--- config.mk ---
export PLATFORM = sky130hd
export DESIGN_NAME = psbss_ctrl
export DESIGN_NICKNAME = d
export VERILOG_FILES = /design/src/rtl/core/psbss_pkg.sv /design/src/rtl/core/psbss_ctrl.sv
export SDC_FILE = /design/constraint.sdc
export NUM_CORES = 1
export LEC_CHECK = 0
export BUFFER_PORTS_ARGS = -buffer_cell sky130_fd_sc_hd__buf_2
export CAP_MARGIN = 25
export CORE_ASPECT_RATIO = 1.75
export CORE_MARGIN = 2
export CORE_UTILIZATION = 35
export DETAILED_ROUTE_END_ITERATION = 10
export HOLD_SLACK_MARGIN = 0.05
export RECOVER_POWER = 50
export SLEW_MARGIN = 20
export SYNTH_ARGS = -nofsm -noshare
export SYNTH_HDL_FRONTEND = slang
export SYNTH_SLANG_ARGS = --single-unit
--- constraint.sdc ---
create_clock -name clk_i -period 6.5 [get_ports clk_i]
set_input_delay 0.325 -clock clk_i [delete_from_list [all_inputs] [get_ports clk_i]]
set_output_delay 0.325 -clock clk_i [all_outputs]
set_load 0.02 [all_outputs]
--- src/rtl/core/psbss_pkg.sv ---
`timescale 1ns / 1ps
// ----------------------------------------------------------------------------
// psbss_pkg: shared types and helpers for the point set split search
// Sizes, the command and status records between controller and datapath,
// and the bounding rectangle arithmetic.
// ----------------------------------------------------------------------------
package psbss_pkg;

  localparam int MAX_POINTS  = 64;
  localparam int COORD_BITS  = 16;
  localparam int IN_W        = 16;
  localparam int IDX_W       = $clog2(MAX_POINTS);
  localparam int CNT_W       = $clog2(MAX_POINTS + 1);
  localparam int INDEX_OUT_W = 6;
  localparam int SPAN_W      = COORD_BITS + 1;
  localparam int PROD_W      = 2 * SPAN_W;
  localparam int AREA_W      = 34;
  localparam int WIDE_W      = ((PROD_W > AREA_W) ? PROD_W : AREA_W) + 1;
  localparam int GAIN_W      = 17;
  localparam int FRAC_W      = 16;
  localparam int HALF_W      = AREA_W / 2;
  localparam int QUAL_W      = AREA_W + GAIN_W + 1;

  localparam logic [AREA_W-1:0] AREA_MAX   = {AREA_W{1'b1}};
  localparam logic [GAIN_W-1:0] GAIN_RESET = GAIN_W'(62259);

  typedef logic signed [COORD_BITS-1:0] coord_t;
  typedef logic [AREA_W-1:0] area_t;

  typedef struct packed {
    coord_t x;
    coord_t y;
    coord_t z;
  } point_t;

  typedef struct packed {
    logic   v;
    coord_t lo0;
    coord_t hi0;
    coord_t lo1;
    coord_t hi1;
  } rect_t;

  typedef enum logic [1:0] {
    PLANE_XY,
    PLANE_XZ,
    PLANE_YZ
  } plane_e;

  typedef enum logic [1:0] {
    ACC_NONE,
    ACC_TOTAL,
    ACC_CUT,
    ACC_PAIR
  } acc_e;

  typedef enum logic [3:0] {
    OP_NONE,
    OP_TOT_AREA,
    OP_PLANE_INIT,
    OP_PAIR_AREA,
    OP_PAIR_UPD,
    OP_QUAL_LO,
    OP_QUAL_HI,
    OP_QUAL_FIN,
    OP_SELECT
  } op_e;

  typedef enum logic [1:0] {
    OUT_NOP,
    OUT_NONE,
    OUT_POINT
  } out_e;

  typedef enum logic [4:0] {
    S_IDLE,
    S_START,
    S_PLANE,
    S_TOT_SCAN,
    S_TOT_DRAIN,
    S_TOT_AREA,
    S_PLANE_INIT,
    S_CUT_RD,
    S_PAIR_SCAN,
    S_PAIR_DRAIN,
    S_PAIR_AREA,
    S_PAIR_UPD,
    S_QUAL_LO,
    S_QUAL_HI,
    S_QUAL_FIN,
    S_SELECT,
    S_EMIT_SEL,
    S_EMIT_RD,
    S_EMIT_LD,
    S_EMIT_NONE,
    S_EMIT_WAIT,
    S_FINISH
  } state_e;

  typedef struct packed {
    logic             load;
    logic             clear_set;
    logic             rd_en;
    logic [IDX_W-1:0] rd_addr;
    acc_e             acc;
    logic             clr_acc;
    op_e              op;
    plane_e           plane;
    logic             dir;
    logic [IDX_W-1:0] k;
    out_e             out_op;
    logic [IDX_W-1:0] out_index;
    logic             out_last;
  } cmd_t;

  typedef struct packed {
    logic [CNT_W-1:0] count;
    logic             sel_valid;
    logic             out_accept;
    logic             out_last;
  } stat_t;

  function automatic coord_t axis_a(point_t p, plane_e pl);
    case (pl)
      PLANE_YZ: return p.y;
      default:  return p.x;
    endcase
  endfunction

  function automatic coord_t axis_b(point_t p, plane_e pl);
    case (pl)
      PLANE_XY: return p.y;
      default:  return p.z;
    endcase
  endfunction

  // direction 0 cuts on the plane's second axis, 1 on its first
  function automatic coord_t cut_axis(point_t p, plane_e pl, logic dir);
    return dir ? axis_a(p, pl) : axis_b(p, pl);
  endfunction

  function automatic rect_t rect_add(rect_t r, coord_t u, coord_t w);
    rect_t o;
    o = r;
    if (!r.v) begin
      o.lo0 = u;
      o.hi0 = u;
      o.lo1 = w;
      o.hi1 = w;
    end else begin
      if (u < r.lo0) o.lo0 = u;
      if (u > r.hi0) o.hi0 = u;
      if (w < r.lo1) o.lo1 = w;
      if (w > r.hi1) o.hi1 = w;
    end
    o.v = 1'b1;
    return o;
  endfunction

  function automatic area_t rect_area(rect_t r);
    logic [SPAN_W-1:0] w;
    logic [SPAN_W-1:0] h;
    logic [PROD_W-1:0] p;
    logic [WIDE_W-1:0] pw;
    w  = {r.hi0[COORD_BITS-1], r.hi0} - {r.lo0[COORD_BITS-1], r.lo0};
    h  = {r.hi1[COORD_BITS-1], r.hi1} - {r.lo1[COORD_BITS-1], r.lo1};
    p  = PROD_W'(w) * PROD_W'(h);
    pw = WIDE_W'(p);
    if (!r.v) return '0;
    if (pw > WIDE_W'(AREA_MAX)) return AREA_MAX;
    return AREA_W'(pw);
  endfunction

  function automatic area_t sat_add(area_t a, area_t b);
    logic [AREA_W:0] s;
    s = {1'b0, a} + {1'b0, b};
    return s[AREA_W] ? AREA_MAX : s[AREA_W-1:0];
  endfunction

endpackage

--- src/rtl/core/psbss_ctrl.sv ---
`timescale 1ns / 1ps
// ----------------------------------------------------------------------------
// psbss_ctrl: search sequencer
// Walks planes, directions, cut candidates and scan positions, and issues
// read, accumulate and arithmetic commands to the datapath.
// ----------------------------------------------------------------------------
module psbss_ctrl (
  input  logic             clk_i,
  input  logic             rst_ni,
  input  logic             in_valid_i,
  input  logic             last_point_i,
  output logic             in_ready_o,
  input  psbss_pkg::stat_t stat_i,
  output psbss_pkg::cmd_t  cmd_o
);

  psbss_pkg::state_e state_q, state_d;
  psbss_pkg::plane_e plane_q, plane_d;
  logic dir_q, dir_d;
  logic [psbss_pkg::IDX_W-1:0] k_q, k_d;
  logic [psbss_pkg::IDX_W-1:0] t_q, t_d;
  logic in_accept;
  logic t_last;
  logic k_last;

  assign in_ready_o = (state_q == psbss_pkg::S_IDLE);
  assign in_accept  = in_valid_i && in_ready_o;
  assign t_last = ((psbss_pkg::CNT_W'(t_q) + psbss_pkg::CNT_W'(1)) == stat_i.count);
  assign k_last = ((psbss_pkg::CNT_W'(k_q) + psbss_pkg::CNT_W'(1)) == stat_i.count);

  always_ff @(posedge clk_i or negedge rst_ni) begin
    if (!rst_ni) begin
      state_q <= psbss_pkg::S_IDLE;
      plane_q <= psbss_pkg::PLANE_XY;
      dir_q   <= 1'b0;
      k_q     <= '0;
      t_q     <= '0;
    end else begin
      state_q <= state_d;
      plane_q <= plane_d;
      dir_q   <= dir_d;
      k_q     <= k_d;
      t_q     <= t_d;
    end
  end

  // next state and loop counters
  always_comb begin
    state_d = state_q;
    plane_d = plane_q;
    dir_d   = dir_q;
    k_d     = k_q;
    t_d     = t_q;
    case (state_q)
      psbss_pkg::S_IDLE: begin
        if (in_accept && last_point_i) state_d = psbss_pkg::S_START;
      end
      psbss_pkg::S_START: begin
        if (stat_i.count < psbss_pkg::CNT_W'(2)) begin
          state_d = psbss_pkg::S_EMIT_NONE;
        end else begin
          plane_d = psbss_pkg::PLANE_XY;
          state_d = psbss_pkg::S_PLANE;
        end
      end
      psbss_pkg::S_PLANE: begin
        t_d     = '0;
        state_d = psbss_pkg::S_TOT_SCAN;
      end
      psbss_pkg::S_TOT_SCAN: begin
        if (t_last) state_d = psbss_pkg::S_TOT_DRAIN;
        else t_d = t_q + 1'b1;
      end
      psbss_pkg::S_TOT_DRAIN: state_d = psbss_pkg::S_TOT_AREA;
      psbss_pkg::S_TOT_AREA:  state_d = psbss_pkg::S_PLANE_INIT;
      psbss_pkg::S_PLANE_INIT: begin
        dir_d   = 1'b0;
        k_d     = '0;
        state_d = psbss_pkg::S_CUT_RD;
      end
      psbss_pkg::S_CUT_RD: begin
        t_d     = '0;
        state_d = psbss_pkg::S_PAIR_SCAN;
      end
      psbss_pkg::S_PAIR_SCAN: begin
        if (t_last) state_d = psbss_pkg::S_PAIR_DRAIN;
        else t_d = t_q + 1'b1;
      end
      psbss_pkg::S_PAIR_DRAIN: state_d = psbss_pkg::S_PAIR_AREA;
      psbss_pkg::S_PAIR_AREA:  state_d = psbss_pkg::S_PAIR_UPD;
      psbss_pkg::S_PAIR_UPD: begin
        if (!k_last) begin
          k_d     = k_q + 1'b1;
          state_d = psbss_pkg::S_CUT_RD;
        end else if (!dir_q) begin
          dir_d   = 1'b1;
          k_d     = '0;
          state_d = psbss_pkg::S_CUT_RD;
        end else begin
          state_d = psbss_pkg::S_QUAL_LO;
        end
      end
      psbss_pkg::S_QUAL_LO: state_d = psbss_pkg::S_QUAL_HI;
      psbss_pkg::S_QUAL_HI: state_d = psbss_pkg::S_QUAL_FIN;
      psbss_pkg::S_QUAL_FIN: begin
        case (plane_q)
          psbss_pkg::PLANE_XY: begin
            plane_d = psbss_pkg::PLANE_XZ;
            state_d = psbss_pkg::S_PLANE;
          end
          psbss_pkg::PLANE_XZ: begin
            plane_d = psbss_pkg::PLANE_YZ;
            state_d = psbss_pkg::S_PLANE;
          end
          default: state_d = psbss_pkg::S_SELECT;
        endcase
      end
      psbss_pkg::S_SELECT: state_d = psbss_pkg::S_EMIT_SEL;
      psbss_pkg::S_EMIT_SEL: begin
        t_d     = '0;
        state_d = stat_i.sel_valid ? psbss_pkg::S_EMIT_RD : psbss_pkg::S_EMIT_NONE;
      end
      psbss_pkg::S_EMIT_RD:   state_d = psbss_pkg::S_EMIT_LD;
      psbss_pkg::S_EMIT_LD:   state_d = psbss_pkg::S_EMIT_WAIT;
      psbss_pkg::S_EMIT_NONE: state_d = psbss_pkg::S_EMIT_WAIT;
      psbss_pkg::S_EMIT_WAIT: begin
        if (stat_i.out_accept) begin
          if (stat_i.out_last) begin
            state_d = psbss_pkg::S_FINISH;
          end else begin
            t_d     = t_q + 1'b1;
            state_d = psbss_pkg::S_EMIT_RD;
          end
        end
      end
      psbss_pkg::S_FINISH: state_d = psbss_pkg::S_IDLE;
      default: state_d = psbss_pkg::S_IDLE;
    endcase
  end

  // commands
  always_comb begin
    cmd_o           = '0;
    cmd_o.acc       = psbss_pkg::ACC_NONE;
    cmd_o.op        = psbss_pkg::OP_NONE;
    cmd_o.out_op    = psbss_pkg::OUT_NOP;
    cmd_o.plane     = plane_q;
    cmd_o.dir       = dir_q;
    cmd_o.k         = k_q;
    cmd_o.rd_addr   = t_q;
    cmd_o.out_index = t_q;
    cmd_o.out_last  = t_last;
    cmd_o.load      = in_accept;
    case (state_q)
      psbss_pkg::S_PLANE: cmd_o.clr_acc = 1'b1;
      psbss_pkg::S_TOT_SCAN: begin
        cmd_o.rd_en = 1'b1;
        cmd_o.acc   = psbss_pkg::ACC_TOTAL;
      end
      psbss_pkg::S_TOT_AREA:   cmd_o.op = psbss_pkg::OP_TOT_AREA;
      psbss_pkg::S_PLANE_INIT: cmd_o.op = psbss_pkg::OP_PLANE_INIT;
      psbss_pkg::S_CUT_RD: begin
        cmd_o.rd_en   = 1'b1;
        cmd_o.rd_addr = k_q;
        cmd_o.acc     = psbss_pkg::ACC_CUT;
        cmd_o.clr_acc = 1'b1;
      end
      psbss_pkg::S_PAIR_SCAN: begin
        cmd_o.rd_en = 1'b1;
        cmd_o.acc   = psbss_pkg::ACC_PAIR;
      end
      psbss_pkg::S_PAIR_AREA: cmd_o.op = psbss_pkg::OP_PAIR_AREA;
      psbss_pkg::S_PAIR_UPD:  cmd_o.op = psbss_pkg::OP_PAIR_UPD;
      psbss_pkg::S_QUAL_LO:   cmd_o.op = psbss_pkg::OP_QUAL_LO;
      psbss_pkg::S_QUAL_HI:   cmd_o.op = psbss_pkg::OP_QUAL_HI;
      psbss_pkg::S_QUAL_FIN:  cmd_o.op = psbss_pkg::OP_QUAL_FIN;
      psbss_pkg::S_SELECT:    cmd_o.op = psbss_pkg::OP_SELECT;
      psbss_pkg::S_EMIT_RD:   cmd_o.rd_en = 1'b1;
      psbss_pkg::S_EMIT_LD:   cmd_o.out_op = psbss_pkg::OUT_POINT;
      psbss_pkg::S_EMIT_NONE: cmd_o.out_op = psbss_pkg::OUT_NONE;
      psbss_pkg::S_FINISH:    cmd_o.clear_set = 1'b1;
      default: ;
    endcase
  end

endmodule

# ---- Yosys cells after proc, flatten, opt, wreduce, memory -nomap -nowiden
# Index checks and enable logic that the tools add are counted.
dict set report word_totals {
  reg_bits 20
  out_inout_bits 35
  wordCells 92
}
dict set report classes {
  add_sub_neg 4
  n_lt_le_gt_ge 1
  n_eq_ne 34
  mux 30
  reduce_logical 18
}
# op n
set op_table {}
lappend op_table {{5-bit case mux with 20 select lines} 1}
lappend op_table {{5-bit by 4-bit equality test with 1-bit output, second input constant} 8}
lappend op_table {{6-bit two-way mux} 6}
lappend op_table {{4-bit case mux with 8 select lines} 1}
lappend op_table {{5-bit equality test, second input constant} 6}
lappend op_table {{5-bit two-way mux} 5}
lappend op_table {{5-bit by 3-bit equality test with 1-bit output, second input constant} 4}
lappend op_table {{6-bit case mux with 3 select lines} 1}
lappend op_table {{6-bit by 1-bit adder with 7-bit output, second input constant} 2}
lappend op_table {{7-bit equality test} 2}
lappend op_table {{2-bit inequality test, second input constant} 7}
lappend op_table {{6-bit by 1-bit adder with 6-bit output, second input constant} 2}
lappend op_table {{4-bit two-way mux} 3}
lappend op_table {{2-bit case mux with 2 select lines} 3}
lappend op_table {{6-bit case mux with 2 select lines} 1}
lappend op_table {{5-bit by 2-bit equality test with 1-bit output, second input constant} 2}
lappend op_table {{4-bit AND reduction} 2}
lappend op_table {{2-bit OR reduction} 4}
lappend op_table {{7-bit by 2-bit < comparator with 1-bit output, second input constant} 1}
lappend op_table {{3-bit inequality test, second input constant} 2}
lappend op_table {{2-bit case mux with 3 select lines} 1}
lappend op_table {{5-bit by 1-bit equality test with 1-bit output, second input constant} 1}
lappend op_table {{5-bit logical NOT} 1}
lappend op_table {{1-bit two-way mux} 4}
lappend op_table {{other kinds (13)} 17}

# ---- Depth between registers and ports, before layout
dict set report depth {
  depth_word 5
  mapped_depth 7
  depth_no_buf 7
}

# ---- Least setup slack after synthesis
# No wires, ideal clock.
dict set report synth_timing {
  kind {reg-to-reg}
  from {register t_q[0] (netlist name)}
  to {register state_q[1]}
  setup_time_ps 126
  arrival_time_ps 2312
  path_slack_ps 4062
  stages_incl_launch_ff 8
  n_path_buf 0
  path_cell_list {dfrtp_1 ha_1 and3_1 nand3_1 xnor2_1 o41ai_4 nand2_1 a221o_1}
}
dict set report synth_via {
  elab_chain_len 4
  word_cells_on_any_way 5
  cone_classes {1 x add/sub; 3 x eq/ne; 1 x reduce/logical}
}
# item line_no
set synth_rtl {}
lappend synth_rtl {{start: declaration} psbss_ctrl.sv:21} ;# logic [psbss_pkg::IDX_W-1:0] t_q, t_d;
lappend synth_rtl {{start signal: assignment} psbss_ctrl.sv:43} ;# t_q <= t_d;
lappend synth_rtl {{6-bit by 1-bit adder with 7-bit output (*)} psbss_ctrl.sv:28} ;# assign t_last = ((psbss_pkg::CNT_W'(t_q) + psbss_pkg::CNT_W'(1)) == stat_i.count);
lappend synth_rtl {{7-bit equality test (*)} psbss_ctrl.sv:28}
lappend synth_rtl {{2-bit inequality test (no source line)} --}
lappend synth_rtl {{4-bit AND reduction (no source line) (*)} --}
lappend synth_rtl {{end signal: assignment} psbss_ctrl.sv:33} ;# state_q <= psbss_pkg::S_IDLE;
lappend synth_rtl {{end signal: assignment} psbss_ctrl.sv:39} ;# state_q <= state_d;
lappend synth_rtl {{end: declaration} psbss_ctrl.sv:17} ;# psbss_pkg::state_e state_q, state_d;
# Every way passes the cells marked *; elsewhere a longest branch is shown, timed or not.
# A chain may end at the register's enable or synchronous reset.

==> impl_metrics.yaml <==
timing:
  fmax_mhz: 337.7
  drv_slew: 0
  slew_headroom_pct: 19.68
  worstMarginPinSlew_ps: 1205
  rsz0062_at_grt: "false"
  setup_tns_ps: 0
  hold_viol: 0
  worst_slack_ps: 3539
  finalSetupViolCount: 0
  period_minus_slack_ps: 2961
  fin_crit_sh_pct: 45.55
  clock-skew-final_ps: 4.729
place:
  dp_hpwl_um: 4127
  routabilityCongestion: 0.8762
  post-place-ws_ps: 3814
  portBuffers: 48
synthesis:
  yosys_warnings: 0
  yosys-top-cells-area: "dfrtp_1, xnor2_1, nor2_1"
  synth_enable_flop_cells: 0
  synthArstFlopShare_pct: 100.0
  synth_area_mm2: 0.001926
  synth_flop_cell: "dfrtp_1"
  synth_top_area_share_pct: 25.99
  avgSynthCellArea_um2: 7.860
  ys_seq_elements: 20
  yosysSeqAreaShare_pct: 25.99
  synth.distinct_cells: 53
  syn_inst: 245
  syn_nets: 261
  yosys.area.top_type: "dfrtp_1"
worst_setup_path:
  critical_path.max_fanout: 20
  crit_family: "simple AND/OR/NAND/NOR gates"
  arrival_ps: 2640
  cp_cell_sequence: "nand2_1 > nor3_1 > mux2_2 > buf_2"
  worst-setup-path-type: "reg2out"
  cp_data_required_time_ps: 6170
  worst-path-buf-inv: 1
  start_kind: "flip-flop"
  cp_slowest_stage_delay_ps: 780
  endpoint_kind: "primary output"
  cp_slowest_cell: "nor3_1"
routing:
  vias: 1950
  ant_nets: 0
  drt-total-wl_um: 5411
  drt_iter0_drc: 47
  drcViolationCount: 0
  firstDrtPassIters: 4
  wl_per_cell_um: 15.16
  via_per_inst: 5.462
floorplanning:
  core_area_mm2: 0.005299
  num_io_pins: 49
  initial_utilization_pct: 36.34
  core.rowCount: 35
  die_y_um: 102.1
  die_x_um: 60.07
  die_area_mm2: 0.006134
pwr:
  ir_drop_mv: 0.1704
  p_int_uw: 404.4
  p_per_area_mw_per_mm2: 378.9
  p_comb_share_pct: 60.2
  cellLeakagePower_nw: 0.9774
  p_clk_share_pct: 9.9
  seqPwrFrac_pct: 29.9
  p_sw_uw: 438.1
  swShare_pct: 52.00
grt:
  grtUsageTotal_pct: 18.48
  grt_pass1_wl_um: 8901
  first_global_vias: 1852
  gr-total-overflow: 0
  antenna_found_initial: 0
  grt_max_degree: 25
layout:
  final_cell_mix: "buf_2, nor2_1, nand2_1"
  drive_above_1_share_pct: 17.31
  layout_commonest_cell: "buf_2"
  num_antenna_cells: 0
  area_growth_pct: 15.46
  final_nets: 301
job:
  cap_viol_max_count: 0
clock_network:
  numClockSinks: 20
  cts_max_level: 1
  root_buffer: "clkbuf_8"
  cts.path.max_buffers: 2
  cts_tree: "built"
  clock_latency_ps: 260
  cts_buffers: 3
  clkSlewWorstSetupHoldPaths_ps: 70
status:
  status: "finished, final reports clean"
worst_hold_path:
  min_path_type: "in2reg"
-- registers in the layout (all words and copies together), names as in the netlist --
| name | cells |
|---|---|
| dir_q | 1 |
| k_q | 6 |
| plane_q | 2 |
| state_q | 5 |
| t_q | 6 |
-- metal layers --
layer | vias to the layer above | routed length, um | track usage (%)
met3 | 13 | 271 | 3.038
met2 | 57 | 2733 | 31.35
met1 | 916 | 2257 | 22.40
li1 | 964 | - | -
met4 | 0 | 148 | 8.034
met5 | - | 0 | 0
-- power by group through the flow --
| stage | clock [mW] | combinational, mW | sequential (mW) |
|---|---|---|---|
| CTS | 0.0880 | 0.515 | 0.250 |
| floorplan | 0 | 0.407 | 0.220 |
| global route | 0.0927 | 0.559 | 0.262 |
| detailed placement | 0 | 0.512 | 0.252 |
| global placement | 0 | 0.511 | 0.254 |
| finish | 0.0837 | 0.507 | 0.252 |
-- Yosys cell counts, types with 2 or more instances --
| cell type | instances |
|---|---|
| o22ai_1 | 5 |
| nor3b_1 | 2 |
| nor2_1 | 25 |
| mux2_2 | 6 |
| a21oi_1 | 15 |
| o21a_1 | 3 |
| o2bb2ai_1 | 2 |
| and2_1 | 3 |
| and3_1 | 5 |
| a22o_1 | 4 |
| xor2_1 | 5 |
| a31oi_1 | 3 |
| mux2i_1 | 2 |
| buf_4 | 3 |
| or3_1 | 3 |
| a211oi_1 | 4 |
| nand3_1 | 13 |
| nor4_1 | 2 |
| a22oi_1 | 2 |
| buf_1 | 2 |
| buf_2 | 2 |
| a21bo_2 | 2 |
| a21o_1 | 6 |
| xnor2_1 | 12 |
| nand2b_1 | 2 |
| dfrtp_1 | 20 |
| nor2b_1 | 11 |
| o21ai_0 | 18 |
| nand2_1 | 21 |
| ha_1 | 2 |
| nor3_1 | 6 |
| clkbuf_1 | 7 |
| inv_1 | 7 |
-- layout make-up --
type,instances,area (um2)
well taps,74,92.59
inverters,8,30.03
repair buffers,49,230.2
flip-flops and latches,20,500.5
clock buffers,3,41.29
multi-input cells,203,1329
fillers,564,3075
-- timing repair --
item	4_1_cts	5_1_grt
hold endpoints to repair	10	0
gates resized for setup	0	0
hold buffers	1	0
buffers inserted	0	0
-- through the flow --
step / power, mW / utilization, % / area (um2) / hold WS, ps / cells
4_1_cts: 0.8540 / 42.34 / 2243 / 272.9 / 357
2_1_floorplan: 0.6269 / - / 1926 / 29.41 / 245
6_report: 0.8424 / 41.96 / 2223 / 276.4 / 357
3_3_place_gp: 0.7651 / 41.37 / 2192 / 325.5 / 353
5_1_grt: 0.9137 / 41.96 / 2223 / 280.7 / 357
3_5_place_dp: 0.7642 / 41.37 / 2192 / 333.2 / 353
-- worst register-to-register path, stage by stage, from the launching register on --
cell	delay (ps)
dfrtp_1	500
ha_1	320
and3_1	280
nand3_1	110
xnor2_1	190
o41ai_4	590
nand2_1	220
a221o_1	390
-- cells by family (layout without fill, tap and decap cells) --
family	Yosys count	count (layout)	synth area share [%]
xor gates and xnor gates	17	17	7.732
adders and majority gates	2	2	1.299
muxes	8	8	4.548
AOI/OAI and AO/OA	77	77	29.18
buffers and inverters	22	60	5.004
and+or+nand+nor	99	99	26.25
DFF	20	20	25.99
-- worst paths after layout --
check	end	cells past startpoint	from	slack (ps)
setup / recovery	cmd_o[26]	4	state_q[0]	3540
hold / removal	state_q[2]	2	stat_i[1]	280
setup reg to reg	state_q[1]	7	t_q[0]	3800
hold reg to reg	plane_q[1]	1	plane_q[0]	570
max in group asynchronous	state_q[2]	2	rst_ni	4950
min in group asynchronous	k_q[2]	2	rst_ni	830
(Power assumes the default switching activity.)
